### src/mvc_pkg.sv
// Shared types and constants of the MIDI volume and mute controller.
package mvc_pkg;

	typedef enum logic [1:0] {
		MODE_MIDI   = 2'd0,
		MODE_CONN   = 2'd1,
		MODE_AUDIO  = 2'd2,
		MODE_REINIT = 2'd3
	} mode_t;

	// Register indexes, taken from paddr[4:2].
	localparam logic [2:0] REG_MIDI_CHANNEL  = 3'd0;
	localparam logic [2:0] REG_VOLUME_IN_CC  = 3'd1;
	localparam logic [2:0] REG_BUTTON_IN_CC  = 3'd2;
	localparam logic [2:0] REG_MUTE_OUT_CC   = 3'd3;
	localparam logic [2:0] REG_VOLUME_OUT_CC = 3'd4;
	localparam logic [2:0] REG_INIT_VOLUME   = 3'd5;
	localparam logic [2:0] REG_INIT_MUTE     = 3'd6;
	localparam logic [2:0] REG_GAIN_STEP     = 3'd7;

	localparam int unsigned ADDR_WIDTH = 5;

	localparam logic [3:0] CC_STATUS_NIBBLE = 4'hB;
	localparam logic [3:0] MIDI_MSG_LENGTH  = 4'd3;
	localparam logic [7:0] MIDI_DATA_MAX    = 8'd127;
	localparam logic [6:0] ENCODER_CENTER   = 7'd64;
	localparam logic [6:0] MIDI_VALUE_MAX   = 7'd127;

	localparam logic [3:0]  RST_MIDI_CHANNEL  = 4'd0;
	localparam logic [6:0]  RST_VOLUME_IN_CC  = 7'd114;
	localparam logic [6:0]  RST_BUTTON_IN_CC  = 7'd115;
	localparam logic [6:0]  RST_MUTE_OUT_CC   = 7'd118;
	localparam logic [6:0]  RST_VOLUME_OUT_CC = 7'd119;
	localparam logic [6:0]  RST_INIT_VOLUME   = 7'd0;
	localparam logic        RST_INIT_MUTE     = 1'b0;
	localparam logic [15:0] RST_GAIN_STEP     = 16'd64;

endpackage

### src/mvc_in_if.sv
// Input channel: one event beat with its mode and payload fields.
interface mvc_in_if #(
	parameter int SAMPLE_WIDTH = 24
);
	logic                           valid;
	logic                           ready;
	mvc_pkg::mode_t                 mode;
	logic [3:0]                     msg_length;
	logic [7:0]                     msg_byte0;
	logic [7:0]                     msg_byte1;
	logic [7:0]                     msg_byte2;
	logic [7:0]                     conn_count;
	logic signed [SAMPLE_WIDTH-1:0] in_left;
	logic signed [SAMPLE_WIDTH-1:0] in_right;

	modport source (
		output valid, mode, msg_length, msg_byte0, msg_byte1, msg_byte2,
		       conn_count, in_left, in_right,
		input  ready
	);
	modport sink (
		input  valid, mode, msg_length, msg_byte0, msg_byte1, msg_byte2,
		       conn_count, in_left, in_right,
		output ready
	);
endinterface

### src/mvc_out_if.sv
// Output channel: one result beat per accepted event.
interface mvc_out_if #(
	parameter int SAMPLE_WIDTH = 24
);
	logic                           valid;
	logic                           ready;
	logic                           status;
	logic                           handled;
	logic                           send_valid;
	logic [7:0]                     send_status_byte;
	logic [6:0]                     send_controller;
	logic [6:0]                     send_value;
	logic signed [SAMPLE_WIDTH-1:0] out_left;
	logic signed [SAMPLE_WIDTH-1:0] out_right;
	logic [6:0]                     cur_volume;
	logic                           cur_mute;
	logic [31:0]                    change_count;

	modport source (
		output valid, status, handled, send_valid, send_status_byte, send_controller,
		       send_value, out_left, out_right, cur_volume, cur_mute, change_count,
		input  ready
	);
	modport sink (
		input  valid, status, handled, send_valid, send_status_byte, send_controller,
		       send_value, out_left, out_right, cur_volume, cur_mute, change_count,
		output ready
	);
endinterface

### src/midi_encoder_volume_mute_control.sv
// Top level of the MIDI encoder volume and mute controller.
// The block takes one event beat per clock while the output is not stalled and returns one
// result beat per event; each event passes the stage 1, stage 2 and output registers before
// its result is offered. Events are registered first; the controller state (volume, mute,
// button, connection count, gain ramp, generation) is updated combinationally between that
// register and the next stage, so consecutive events see each other's effects without stalls.
// The two sample multipliers sit in a stage of their own after the updated gain is registered.
// Each stage holds its beat only while the stage after it is full and stalled, so bubbles
// close up and intake stops only once all three stages hold beats behind a stalled result.
// Configuration registers are written through the APB port and must only change while idle.
module midi_encoder_volume_mute_control #(
	parameter int SAMPLE_WIDTH   = 24,
	parameter int GAIN_FRAC_BITS = 15
) (
	input  logic                            clk,
	input  logic                            arst_n,
	input  logic                            psel,
	input  logic                            penable,
	input  logic                            pwrite,
	input  logic [mvc_pkg::ADDR_WIDTH-1:0]  paddr,
	input  logic [31:0]                     pwdata,
	output logic [31:0]                     prdata,
	output logic                            pready,
	mvc_in_if.sink                          item_in,
	mvc_out_if.source                       result_out
);

	localparam int GW = GAIN_FRAC_BITS + 1;
	localparam int AW = ((GW > 16) ? GW : 16) + 1;
	localparam int PW = SAMPLE_WIDTH + GW + 1;
	localparam logic [GW-1:0] UNITY_GAIN = {1'b1, {GAIN_FRAC_BITS{1'b0}}};

	// Configuration registers.
	logic [3:0]  midi_channel_q;
	logic [6:0]  volume_in_cc_q;
	logic [6:0]  button_in_cc_q;
	logic [6:0]  mute_out_cc_q;
	logic [6:0]  volume_out_cc_q;
	logic [6:0]  init_volume_q;
	logic        init_mute_q;
	logic [15:0] gain_step_q;

	logic cfg_wr;
	assign pready = 1'b1;
	assign cfg_wr = psel && penable && pwrite;

	always_ff @(posedge clk or negedge arst_n) begin
		if (!arst_n) begin
			midi_channel_q  <= mvc_pkg::RST_MIDI_CHANNEL;
			volume_in_cc_q  <= mvc_pkg::RST_VOLUME_IN_CC;
			button_in_cc_q  <= mvc_pkg::RST_BUTTON_IN_CC;
			mute_out_cc_q   <= mvc_pkg::RST_MUTE_OUT_CC;
			volume_out_cc_q <= mvc_pkg::RST_VOLUME_OUT_CC;
			init_volume_q   <= mvc_pkg::RST_INIT_VOLUME;
			init_mute_q     <= mvc_pkg::RST_INIT_MUTE;
			gain_step_q     <= mvc_pkg::RST_GAIN_STEP;
		end else if (cfg_wr) begin
			case (paddr[4:2])
				mvc_pkg::REG_MIDI_CHANNEL:  midi_channel_q  <= pwdata[3:0];
				mvc_pkg::REG_VOLUME_IN_CC:  volume_in_cc_q  <= pwdata[6:0];
				mvc_pkg::REG_BUTTON_IN_CC:  button_in_cc_q  <= pwdata[6:0];
				mvc_pkg::REG_MUTE_OUT_CC:   mute_out_cc_q   <= pwdata[6:0];
				mvc_pkg::REG_VOLUME_OUT_CC: volume_out_cc_q <= pwdata[6:0];
				mvc_pkg::REG_INIT_VOLUME:   init_volume_q   <= pwdata[6:0];
				mvc_pkg::REG_INIT_MUTE:     init_mute_q     <= pwdata[0];
				mvc_pkg::REG_GAIN_STEP:     gain_step_q     <= pwdata[15:0];
				default: ;
			endcase
		end
	end

	always_comb begin
		case (paddr[4:2])
			mvc_pkg::REG_MIDI_CHANNEL:  prdata = {28'd0, midi_channel_q};
			mvc_pkg::REG_VOLUME_IN_CC:  prdata = {25'd0, volume_in_cc_q};
			mvc_pkg::REG_BUTTON_IN_CC:  prdata = {25'd0, button_in_cc_q};
			mvc_pkg::REG_MUTE_OUT_CC:   prdata = {25'd0, mute_out_cc_q};
			mvc_pkg::REG_VOLUME_OUT_CC: prdata = {25'd0, volume_out_cc_q};
			mvc_pkg::REG_INIT_VOLUME:   prdata = {25'd0, init_volume_q};
			mvc_pkg::REG_INIT_MUTE:     prdata = {31'd0, init_mute_q};
			mvc_pkg::REG_GAIN_STEP:     prdata = {16'd0, gain_step_q};
			default:                    prdata = 32'd0;
		endcase
	end

	// Stage enables: a stage loads when it is empty or its beat moves on.
	logic valid_s1, valid_s2, valid_s3;
	logic en1, en2, en3;
	assign en3 = !valid_s3 || result_out.ready;
	assign en2 = !valid_s2 || en3;
	assign en1 = !valid_s1 || en2;
	assign item_in.ready = en1;

	// Stage 1: registered event.
	mvc_pkg::mode_t                 mode_s1;
	logic [3:0]                     msg_length_s1;
	logic [7:0]                     msg_byte0_s1, msg_byte1_s1, msg_byte2_s1;
	logic [7:0]                     conn_count_s1;
	logic signed [SAMPLE_WIDTH-1:0] left_s1, right_s1;

	always_ff @(posedge clk or negedge arst_n) begin
		if (!arst_n) begin
			valid_s1 <= 1'b0;
		end else if (en1) begin
			valid_s1 <= item_in.valid;
		end
	end

	always_ff @(posedge clk) begin
		if (en1 && item_in.valid) begin
			mode_s1       <= item_in.mode;
			msg_length_s1 <= item_in.msg_length;
			msg_byte0_s1  <= item_in.msg_byte0;
			msg_byte1_s1  <= item_in.msg_byte1;
			msg_byte2_s1  <= item_in.msg_byte2;
			conn_count_s1 <= item_in.conn_count;
			left_s1       <= item_in.in_left;
			right_s1      <= item_in.in_right;
		end
	end

	// Controller state.
	logic [6:0]    volume_q;
	logic          muted_q;
	logic          button_held_q;
	logic [7:0]    last_conn_q;
	logic          conn_known_q;
	logic [GW-1:0] gain_q;
	logic [31:0]   generation_q;

	logic [6:0]    volume_d;
	logic          muted_d;
	logic          button_held_d;
	logic [7:0]    last_conn_d;
	logic          conn_known_d;
	logic [GW-1:0] gain_d;
	logic [31:0]   generation_d;
	logic          status_d, handled_d, send_d;
	logic [6:0]    ctl_d, val_d;

	logic          cc_match;
	logic signed [8:0] vol_next;
	logic          pressed;
	logic [AW-1:0] gain_ext, target_ext, step_ext, gain_up, gain_gap;
	logic [GW-1:0] target;

	assign cc_match = (msg_length_s1 == mvc_pkg::MIDI_MSG_LENGTH)
		&& (msg_byte0_s1[7:4] == mvc_pkg::CC_STATUS_NIBBLE)
		&& (msg_byte0_s1[3:0] == midi_channel_q);
	assign vol_next = $signed({2'b00, volume_q}) + $signed({2'b00, msg_byte2_s1[6:0]})
		- $signed({2'b00, mvc_pkg::ENCODER_CENTER});
	assign pressed = (msg_byte2_s1[6:0] >= mvc_pkg::ENCODER_CENTER);

	assign target     = muted_q ? '0 : UNITY_GAIN;
	assign gain_ext   = AW'(gain_q);
	assign target_ext = AW'(target);
	assign step_ext   = AW'(gain_step_q);
	assign gain_up    = gain_ext + step_ext;
	assign gain_gap   = gain_ext - target_ext;

	always_comb begin
		volume_d      = volume_q;
		muted_d       = muted_q;
		button_held_d = button_held_q;
		last_conn_d   = last_conn_q;
		conn_known_d  = conn_known_q;
		gain_d        = gain_q;
		generation_d  = generation_q;
		status_d      = 1'b0;
		handled_d     = 1'b0;
		send_d        = 1'b0;
		ctl_d         = '0;
		val_d         = '0;
		case (mode_s1)
			mvc_pkg::MODE_MIDI: begin
				if (cc_match) begin
					if (msg_byte1_s1 > mvc_pkg::MIDI_DATA_MAX
						|| msg_byte2_s1 > mvc_pkg::MIDI_DATA_MAX) begin
						status_d = 1'b1;
					end else if (msg_byte1_s1[6:0] == volume_in_cc_q) begin
						handled_d = 1'b1;
						if (msg_byte2_s1[6:0] != mvc_pkg::ENCODER_CENTER) begin
							if (vol_next < 0) begin
								volume_d = '0;
							end else if (vol_next > $signed({2'b00, mvc_pkg::MIDI_VALUE_MAX})) begin
								volume_d = mvc_pkg::MIDI_VALUE_MAX;
							end else begin
								volume_d = vol_next[6:0];
							end
							generation_d = generation_q + 32'd1;
							send_d       = 1'b1;
							ctl_d        = volume_out_cc_q;
							val_d        = volume_d;
						end
					end else if (msg_byte1_s1[6:0] == button_in_cc_q) begin
						handled_d     = 1'b1;
						button_held_d = pressed;
						if (pressed && !button_held_q) begin
							muted_d      = !muted_q;
							generation_d = generation_q + 32'd1;
							send_d       = 1'b1;
							ctl_d        = mute_out_cc_q;
							val_d        = {7{muted_d}};
						end
					end
				end
			end
			mvc_pkg::MODE_CONN: begin
				if (conn_count_s1 != 8'd0
					&& (!conn_known_q || conn_count_s1 > last_conn_q)) begin
					send_d = 1'b1;
					ctl_d  = volume_out_cc_q;
					val_d  = volume_q;
				end
				last_conn_d  = conn_count_s1;
				conn_known_d = 1'b1;
			end
			mvc_pkg::MODE_AUDIO: begin
				// The gain moves one step toward the mute target and stops on it.
				if (gain_ext < target_ext) begin
					gain_d = (gain_up > target_ext) ? target : gain_up[GW-1:0];
				end else if (gain_ext > target_ext) begin
					gain_d = (gain_gap < step_ext) ? target : GW'(gain_ext - step_ext);
				end
			end
			mvc_pkg::MODE_REINIT: begin
				volume_d      = init_volume_q;
				muted_d       = init_mute_q;
				button_held_d = 1'b0;
				last_conn_d   = '0;
				conn_known_d  = 1'b0;
				gain_d        = init_mute_q ? '0 : UNITY_GAIN;
				generation_d  = '0;
			end
			default: ;
		endcase
	end

	logic advance_s1;
	assign advance_s1 = valid_s1 && en2;

	always_ff @(posedge clk or negedge arst_n) begin
		if (!arst_n) begin
			volume_q      <= '0;
			muted_q       <= 1'b0;
			button_held_q <= 1'b0;
			last_conn_q   <= '0;
			conn_known_q  <= 1'b0;
			gain_q        <= UNITY_GAIN;
			generation_q  <= '0;
		end else if (advance_s1) begin
			volume_q      <= volume_d;
			muted_q       <= muted_d;
			button_held_q <= button_held_d;
			last_conn_q   <= last_conn_d;
			conn_known_q  <= conn_known_d;
			gain_q        <= gain_d;
			generation_q  <= generation_d;
		end
	end

	// Stage 2: event results plus the gain and samples for scaling.
	logic                           status_s2, handled_s2, send_s2, audio_s2;
	logic [6:0]                     ctl_s2, val_s2, volume_s2;
	logic                           muted_s2;
	logic [31:0]                    generation_s2;
	logic [GW-1:0]                  gain_s2;
	logic signed [SAMPLE_WIDTH-1:0] left_s2, right_s2;

	always_ff @(posedge clk or negedge arst_n) begin
		if (!arst_n) begin
			valid_s2 <= 1'b0;
		end else if (en2) begin
			valid_s2 <= valid_s1;
		end
	end

	always_ff @(posedge clk) begin
		if (advance_s1) begin
			status_s2     <= status_d;
			handled_s2    <= handled_d;
			send_s2       <= send_d;
			ctl_s2        <= ctl_d;
			val_s2        <= val_d;
			volume_s2     <= volume_d;
			muted_s2      <= muted_d;
			generation_s2 <= generation_d;
			gain_s2       <= gain_d;
			audio_s2      <= (mode_s1 == mvc_pkg::MODE_AUDIO);
			left_s2       <= left_s1;
			right_s2      <= right_s1;
		end
	end

	// Scaling: the arithmetic shift drops the low bits, rounding toward minus infinity.
	logic signed [PW-1:0] prod_left, prod_right;
	assign prod_left  = PW'(left_s2) * $signed({1'b0, gain_s2});
	assign prod_right = PW'(right_s2) * $signed({1'b0, gain_s2});

	// Stage 3: output register.
	logic                           status_s3, handled_s3, send_s3;
	logic [6:0]                     ctl_s3, val_s3, volume_s3;
	logic                           muted_s3;
	logic [31:0]                    generation_s3;
	logic signed [SAMPLE_WIDTH-1:0] left_s3, right_s3;

	always_ff @(posedge clk or negedge arst_n) begin
		if (!arst_n) begin
			valid_s3 <= 1'b0;
		end else if (en3) begin
			valid_s3 <= valid_s2;
		end
	end

	always_ff @(posedge clk) begin
		if (en3 && valid_s2) begin
			status_s3     <= status_s2;
			handled_s3    <= handled_s2;
			send_s3       <= send_s2;
			ctl_s3        <= ctl_s2;
			val_s3        <= val_s2;
			volume_s3     <= volume_s2;
			muted_s3      <= muted_s2;
			generation_s3 <= generation_s2;
			left_s3       <= audio_s2
				? prod_left[GAIN_FRAC_BITS +: SAMPLE_WIDTH] : '0;
			right_s3      <= audio_s2
				? prod_right[GAIN_FRAC_BITS +: SAMPLE_WIDTH] : '0;
		end
	end

	assign result_out.valid            = valid_s3;
	assign result_out.status           = status_s3;
	assign result_out.handled          = handled_s3;
	assign result_out.send_valid       = send_s3;
	assign result_out.send_status_byte = send_s3 ? {mvc_pkg::CC_STATUS_NIBBLE, midi_channel_q}
		: 8'd0;
	assign result_out.send_controller  = ctl_s3;
	assign result_out.send_value       = val_s3;
	assign result_out.out_left         = left_s3;
	assign result_out.out_right        = right_s3;
	assign result_out.cur_volume       = volume_s3;
	assign result_out.cur_mute         = muted_s3;
	assign result_out.change_count     = generation_s3;

endmodule

### src/flat_wrapper.sv
// flat-port wrapper written by rule: the top's interface ports become plain ports
module midi_encoder_volume_mute_control_flat 
#(
	parameter int SAMPLE_WIDTH   = 24,
	parameter int GAIN_FRAC_BITS = 15
)
  (clk, arst_n, psel, penable, pwrite, paddr, pwdata, prdata, pready, item_in_valid, item_in_mode, item_in_msg_length, item_in_msg_byte0, item_in_msg_byte1, item_in_msg_byte2, item_in_conn_count, item_in_in_left, item_in_in_right, item_in_ready, result_out_valid, result_out_status, result_out_handled, result_out_send_valid, result_out_send_status_byte, result_out_send_controller, result_out_send_value, result_out_out_left, result_out_out_right, result_out_cur_volume, result_out_cur_mute, result_out_change_count, result_out_ready);
  mvc_in_if #(.SAMPLE_WIDTH(SAMPLE_WIDTH)) item_in_i ();
  mvc_out_if #(.SAMPLE_WIDTH(SAMPLE_WIDTH)) result_out_i ();
  input  logic clk;
  input  logic arst_n;
  input  logic psel;
  input  logic penable;
  input  logic pwrite;
  input  logic [mvc_pkg::ADDR_WIDTH-1:0] paddr;
  input  logic [31:0] pwdata;
  output logic [31:0] prdata;
  output logic pready;
  input wire logic [$bits(item_in_i.valid)-1:0] item_in_valid;
  input wire logic [$bits(item_in_i.mode)-1:0] item_in_mode;
  input wire logic [$bits(item_in_i.msg_length)-1:0] item_in_msg_length;
  input wire logic [$bits(item_in_i.msg_byte0)-1:0] item_in_msg_byte0;
  input wire logic [$bits(item_in_i.msg_byte1)-1:0] item_in_msg_byte1;
  input wire logic [$bits(item_in_i.msg_byte2)-1:0] item_in_msg_byte2;
  input wire logic [$bits(item_in_i.conn_count)-1:0] item_in_conn_count;
  input wire logic [$bits(item_in_i.in_left)-1:0] item_in_in_left;
  input wire logic [$bits(item_in_i.in_right)-1:0] item_in_in_right;
  output wire logic [$bits(item_in_i.ready)-1:0] item_in_ready;
  output wire logic [$bits(result_out_i.valid)-1:0] result_out_valid;
  output wire logic [$bits(result_out_i.status)-1:0] result_out_status;
  output wire logic [$bits(result_out_i.handled)-1:0] result_out_handled;
  output wire logic [$bits(result_out_i.send_valid)-1:0] result_out_send_valid;
  output wire logic [$bits(result_out_i.send_status_byte)-1:0] result_out_send_status_byte;
  output wire logic [$bits(result_out_i.send_controller)-1:0] result_out_send_controller;
  output wire logic [$bits(result_out_i.send_value)-1:0] result_out_send_value;
  output wire logic [$bits(result_out_i.out_left)-1:0] result_out_out_left;
  output wire logic [$bits(result_out_i.out_right)-1:0] result_out_out_right;
  output wire logic [$bits(result_out_i.cur_volume)-1:0] result_out_cur_volume;
  output wire logic [$bits(result_out_i.cur_mute)-1:0] result_out_cur_mute;
  output wire logic [$bits(result_out_i.change_count)-1:0] result_out_change_count;
  input wire logic [$bits(result_out_i.ready)-1:0] result_out_ready;
  assign item_in_i.valid = item_in_valid;
  assign item_in_i.mode = item_in_mode;
  assign item_in_i.msg_length = item_in_msg_length;
  assign item_in_i.msg_byte0 = item_in_msg_byte0;
  assign item_in_i.msg_byte1 = item_in_msg_byte1;
  assign item_in_i.msg_byte2 = item_in_msg_byte2;
  assign item_in_i.conn_count = item_in_conn_count;
  assign item_in_i.in_left = item_in_in_left;
  assign item_in_i.in_right = item_in_in_right;
  assign item_in_ready = item_in_i.ready;
  assign result_out_valid = result_out_i.valid;
  assign result_out_status = result_out_i.status;
  assign result_out_handled = result_out_i.handled;
  assign result_out_send_valid = result_out_i.send_valid;
  assign result_out_send_status_byte = result_out_i.send_status_byte;
  assign result_out_send_controller = result_out_i.send_controller;
  assign result_out_send_value = result_out_i.send_value;
  assign result_out_out_left = result_out_i.out_left;
  assign result_out_out_right = result_out_i.out_right;
  assign result_out_cur_volume = result_out_i.cur_volume;
  assign result_out_cur_mute = result_out_i.cur_mute;
  assign result_out_change_count = result_out_i.change_count;
  assign result_out_i.ready = result_out_ready;
  midi_encoder_volume_mute_control #(.SAMPLE_WIDTH(SAMPLE_WIDTH), .GAIN_FRAC_BITS(GAIN_FRAC_BITS)) u_core (.clk(clk), .arst_n(arst_n), .psel(psel), .penable(penable), .pwrite(pwrite), .paddr(paddr), .pwdata(pwdata), .prdata(prdata), .pready(pready), .item_in(item_in_i), .result_out(result_out_i));
endmodule
### config.mk
export PLATFORM = sky130hd
export DESIGN_NAME = midi_encoder_volume_mute_control_flat
export DESIGN_NICKNAME = d
export VERILOG_FILES = /design/src/mvc_pkg.sv /design/src/mvc_in_if.sv /design/src/mvc_out_if.sv /design/src/midi_encoder_volume_mute_control.sv /design/src/flat_wrapper.sv
export SDC_FILE = /design/constraint.sdc
export NUM_CORES = 2
export LEC_CHECK = 0
export BUFFER_PORTS_ARGS = -buffer_cell sky130_fd_sc_hd__buf_4
export CAP_MARGIN = 10
export CORE_UTILIZATION = 57
export DETAILED_ROUTE_END_ITERATION = 8
export GPL_ROUTABILITY_DRIVEN = 1
export PLACE_DENSITY = 0.87
export SETUP_SLACK_MARGIN = 0.3
export SLEW_MARGIN = 30
export SYNTH_ARGS = -nofsm -noshare
export SYNTH_HDL_FRONTEND = slang
export SYNTH_SLANG_ARGS = --single-unit
export TNS_END_PERCENT = 30
### constraint.sdc
create_clock -name clk -period 7.05 [get_ports clk]
set_clock_uncertainty 0.15 [all_clocks]
set_input_delay 0.3525 -clock clk [delete_from_list [all_inputs] [get_ports clk]]
set_output_delay 0.3525 -clock clk [all_outputs]
set_load 0.05 [all_outputs]
==> results by group <==
STA
  – Final cycle utilization of the critical path: 0.972
  – F_max: approximately 150 MHz
  – Actual slew at the worst max-slew pin: ~1000 ps
  – Number of pins with negative max-slew slack in the final report: 0
  – Final period demand of the worst path: ~6900 ps
  – RSZ-0062 raised after global routing: yes
  – Number of endpoints with negative hold slack in the final report: 0
  – Relative slew slack: 0.327
  – Setup Viol. Count Final: 0

Floorplan
  – Die extent in y: 286 um
  – Die footprint: 81800 um2
  – Cell row count: 103
  – Core area: 79400 um2
  – Width of the die: 286 um
  – Top-level port count: 278
  – Starting Density: 0.579

Synth
  – Average cell area after synthesis: 10.2 um2
  – Yosys top cell area share: 0.318
  – Sequential area share after synthesis: 0.273
  – Async set-or-reset flop fraction in the synthesized netlist: 0.285
  – Leading cell types by total area after synthesis: sky130_fd_sc_hd__fa_1 (32%), sky130_fd_sc_hd__edfxtp_1 (20%), sky130_fd_sc_hd__inv_1 (7.4%)
  – Most used flip-flop cell after synthesis: sky130_fd_sc_hd__edfxtp_1
  – Synth Register Bits: 438
  – Largest area contributor in the netlist: sky130_fd_sc_hd__fa_1
  – Number of flops mapped to enable cells by yosys: 313
  – Netlist area before placement: approximately 46000 um2
  – Synth Instances: about 4500
  – Yosys warns: 0
  – Synth unique cells: 87
  – Post-synth top cells: sky130_fd_sc_hd__inv_1 (912), sky130_fd_sc_hd__fa_1 (729), sky130_fd_sc_hd__nand2_1 (637)
  – Most common cell in the netlist: sky130_fd_sc_hd__inv_1

Global routing
  – Maximum number of pins on one net before global-route repair: 76
  – Overall overflow remaining after global route: 0
  – Global-route usage over all layers: 0.301
  – Number of antenna violations at the first check in global routing: 7
  – Global-route wire length before repair: 192 mm
  – Vias in the first global route: 37100

CTS
  – Clock tree from TritonCTS: built
  – Cts bufs inserted: 51
  – Insertion delay to the later sink of the worst-skew pair: roughly 650 ps
  – CTS H-tree depth: 2
  – Clock transition time at the flip-flop clock pins of the worst setup and hold paths: 60 ps
  – Number of clock sinks: 438
  – CTS root buffer: sky130_fd_sc_hd__clkbuf_16
  – Maximum buffer depth of the clock tree: 3

Route
  – Detailed-route via count: 35000
  – Detailed-route vias per instance: ~5.8
  – DRT Wirelength: about 120 mm
  – Highest signal layer in the routed design: met5
  – Routed wire length on met3: 12.7 mm
  – Length of routed wiring on met1: between 40 and 50 mm
  – Final antenna-violating net count: 0
  – Starting DRT DRC Count: between 3000 and 4000
  – Number of detailed-route iterations in the first pass: 9
  – WL met2: 61.8 mm
  – DR WL/cell: 20.8 um
  – # DRC: 23

Setup path
  – Crit path arrival time: 7040 ps
  – Delay of the slowest cell on the worst path: 510 ps
  – Crit. End Element: register
  – Highest-delay cell along the critical path: sky130_fd_sc_hd__fa_1
  – FF-to-FF path depth: 24
  – Required time of the worst setup path: 7240 ps
  – Kind of start point of the critical path: register
  – Critical-path maximum fanout: 10
  – Worst-path cell chain: buf_4, and2_1, fa_1, inv_1, fa_1, fa_1, inv_1, fa_1, fa_1, inv_1, fa_1, inv_1, ha_1, inv_1, o21ai_0, a21oi_1, o211ai_1, a41o_1, a221o_1, a41o_1, buf_4, a21o_1, a211oi_2, nor3b_2
  – Worst setup path category: register to register
  – Top cell by count, worst path: sky130_fd_sc_hd__fa_1

Finish
  – Fin nets: between 5000 and 6000
  – Fraction of final layout cells with drive strength greater than 1: 0.127
  – Synthesis-to-finish area growth: 15.2%
  – Cell area after layout: 53000 um2

Placement
  – Post-DP Area: 49200 um2
  – Routability Congestion: approximately 0.94
  – Number of buffers added on ports: 241
  – Detailed Place HPWL: 85.8 mm

Outcome
  – Violated checks: design-rule violations
  – Result of the run: finished with violations

Run
  – Max capacitance violation total: 0

Worst hold path
  – Hold-critical path depth: 4
  – Hold/Removal Path Class: primary input to register
logic make-up after synthesis:
logic type	after synthesis	share of synthesized area
AO/OA/AOI/OAI	489	0.0718
XOR/XNOR	107	0.0204
adder cells (fa/ha/maj)	978	0.385
buffers and inverters	1130	0.0944
flip-flops	438	0.273
multiplexers	60	0.0146
other	2	0.000163
AND/OR/NAND/NOR	1321	0.140
state kept, by name, summed over array words and instances (netlist names), 8 cells and up:
| signal | cells |
|---|---|
| u_core.conn_count_s1 | 8 |
| u_core.gain_q | 16 |
| u_core.gain_s2 | 16 |
| u_core.gain_step_q | 16 |
| u_core.generation_q | 32 |
| u_core.generation_s2 | 32 |
| u_core.last_conn_q | 8 |
| u_core.left_s1 | 24 |
| u_core.left_s2 | 24 |
| u_core.msg_byte0_s1 | 8 |
| u_core.msg_byte1_s1 | 8 |
| u_core.msg_byte2_s1 | 8 |
| u_core.result_out.change_count | 32 |
| u_core.result_out.out_left | 24 |
| u_core.result_out.out_right | 24 |
| u_core.right_s1 | 24 |
| u_core.right_s2 | 24 |
path summary, 6_finish.rpt:
kind | slack [ps] | to | start
setup reg to reg | 200 | u_core.result_out.out_right[21] | u_core.right_s2[13]
min in group asynchronous | 150 | u_core.result_out.valid | arst_n
hold reg to reg | 270 | u_core.left_s2[20] | u_core.left_s1[20]
max in group asynchronous | 5350 | u_core.mute_out_cc_q[0] | arst_n
setup / recovery | 200 | u_core.result_out.out_right[21] | u_core.right_s2[13]
hold / removal | 100 | u_core.button_in_cc_q[1] | paddr[2]
placed cells by master, fill, tap and decap left out, types with 13 or more instances in the layout:
master / count
sky130_fd_sc_hd__nand2_1: 637
sky130_fd_sc_hd__nor4_1: 20
sky130_fd_sc_hd__xnor2_1: 63
sky130_fd_sc_hd__xor2_1: 44
sky130_fd_sc_hd__nor3_1: 40
sky130_fd_sc_hd__mux2_2: 45
sky130_fd_sc_hd__inv_1: 910
sky130_fd_sc_hd__buf_12: 17
sky130_fd_sc_hd__a21o_1: 33
sky130_fd_sc_hd__conb_1: 18
sky130_fd_sc_hd__o21ai_0: 124
sky130_fd_sc_hd__mux2i_1: 14
sky130_fd_sc_hd__a31oi_1: 14
sky130_fd_sc_hd__clkbuf_16: 57
sky130_fd_sc_hd__dfrtp_1: 103
sky130_fd_sc_hd__dfstp_2: 22
sky130_fd_sc_hd__or3_1: 17
sky130_fd_sc_hd__nor2b_1: 22
sky130_fd_sc_hd__edfxtp_1: 313
sky130_fd_sc_hd__nand2b_1: 22
sky130_fd_sc_hd__a22oi_1: 13
sky130_fd_sc_hd__o21a_1: 13
sky130_fd_sc_hd__nand3_1: 48
sky130_fd_sc_hd__and3_1: 17
sky130_fd_sc_hd__nor2_1: 102
sky130_fd_sc_hd__a21oi_1: 87
sky130_fd_sc_hd__ha_1: 237
sky130_fd_sc_hd__or4_1: 14
sky130_fd_sc_hd__buf_4: 369
sky130_fd_sc_hd__o211ai_1: 13
sky130_fd_sc_hd__and2_1: 317
sky130_fd_sc_hd__fa_1: 723
sky130_fd_sc_hd__a22o_1: 54
sky130_fd_sc_hd__dlygate4sd3_1: 106
through the flow:
step	util	hold WS (ps)	instances	setup WS (ps)	setup TNS, ps
after floorplan	-	-93.1	4541	387	0
after global placement	0.620	252	5723	194	0
after detailed placement	0.620	255	5723	-47.3	-47.3
after CTS	0.658	106	5942	212	0
after global routing	0.667	105	5981	43.9	0
final	0.667	101	5982	198	0
routing by layer:
metal | vias up | track usage
met5 | - | 0
met4 | 12 | 0.150
met3 | 524 | 0.0574
met2 | 2149 | 0.516
met1 | 17300 | 0.363
li1 | 14900 | -
repair_timing:
action	in CTS	in global routing
gates resized for setup	15	49
hold buffers	106	0
pin swaps	4	22
setup endpoints to repair	18	24
endpoints found under the hold margin	212	0
buffers inserted	16	33
cloned	1	6
worst max-delay path, delay by kind of cell (launching register included):
family | cells | cell delay (ps)
flip-flops | 1 | 460
AO/OA/AOI/OAI | 8 | 1740
buffers and inverters | 7 | 700
AND/OR/NAND/NOR | 2 | 250
adder cells (fa/ha/maj) | 7 | 3260
cell type report:
class / instances / area [um2]
Clock inverter: 34 / 419
Fill cell: 5583 / 26400
Tap cell: 1050 / 1310
Multi-Input combinational cell: 2973 / 29400
Antenna cell: 1 / 2.50
Timing Repair Buffer: 510 / 4500
Clock buffer: 62 / 1340
Sequential cell: 438 / 12600
Inverter: 914 / 3440
Power is left out: the tool's default activity adds up to more than one toggle a clock period on the data nets, which glitch-free logic cannot reach.
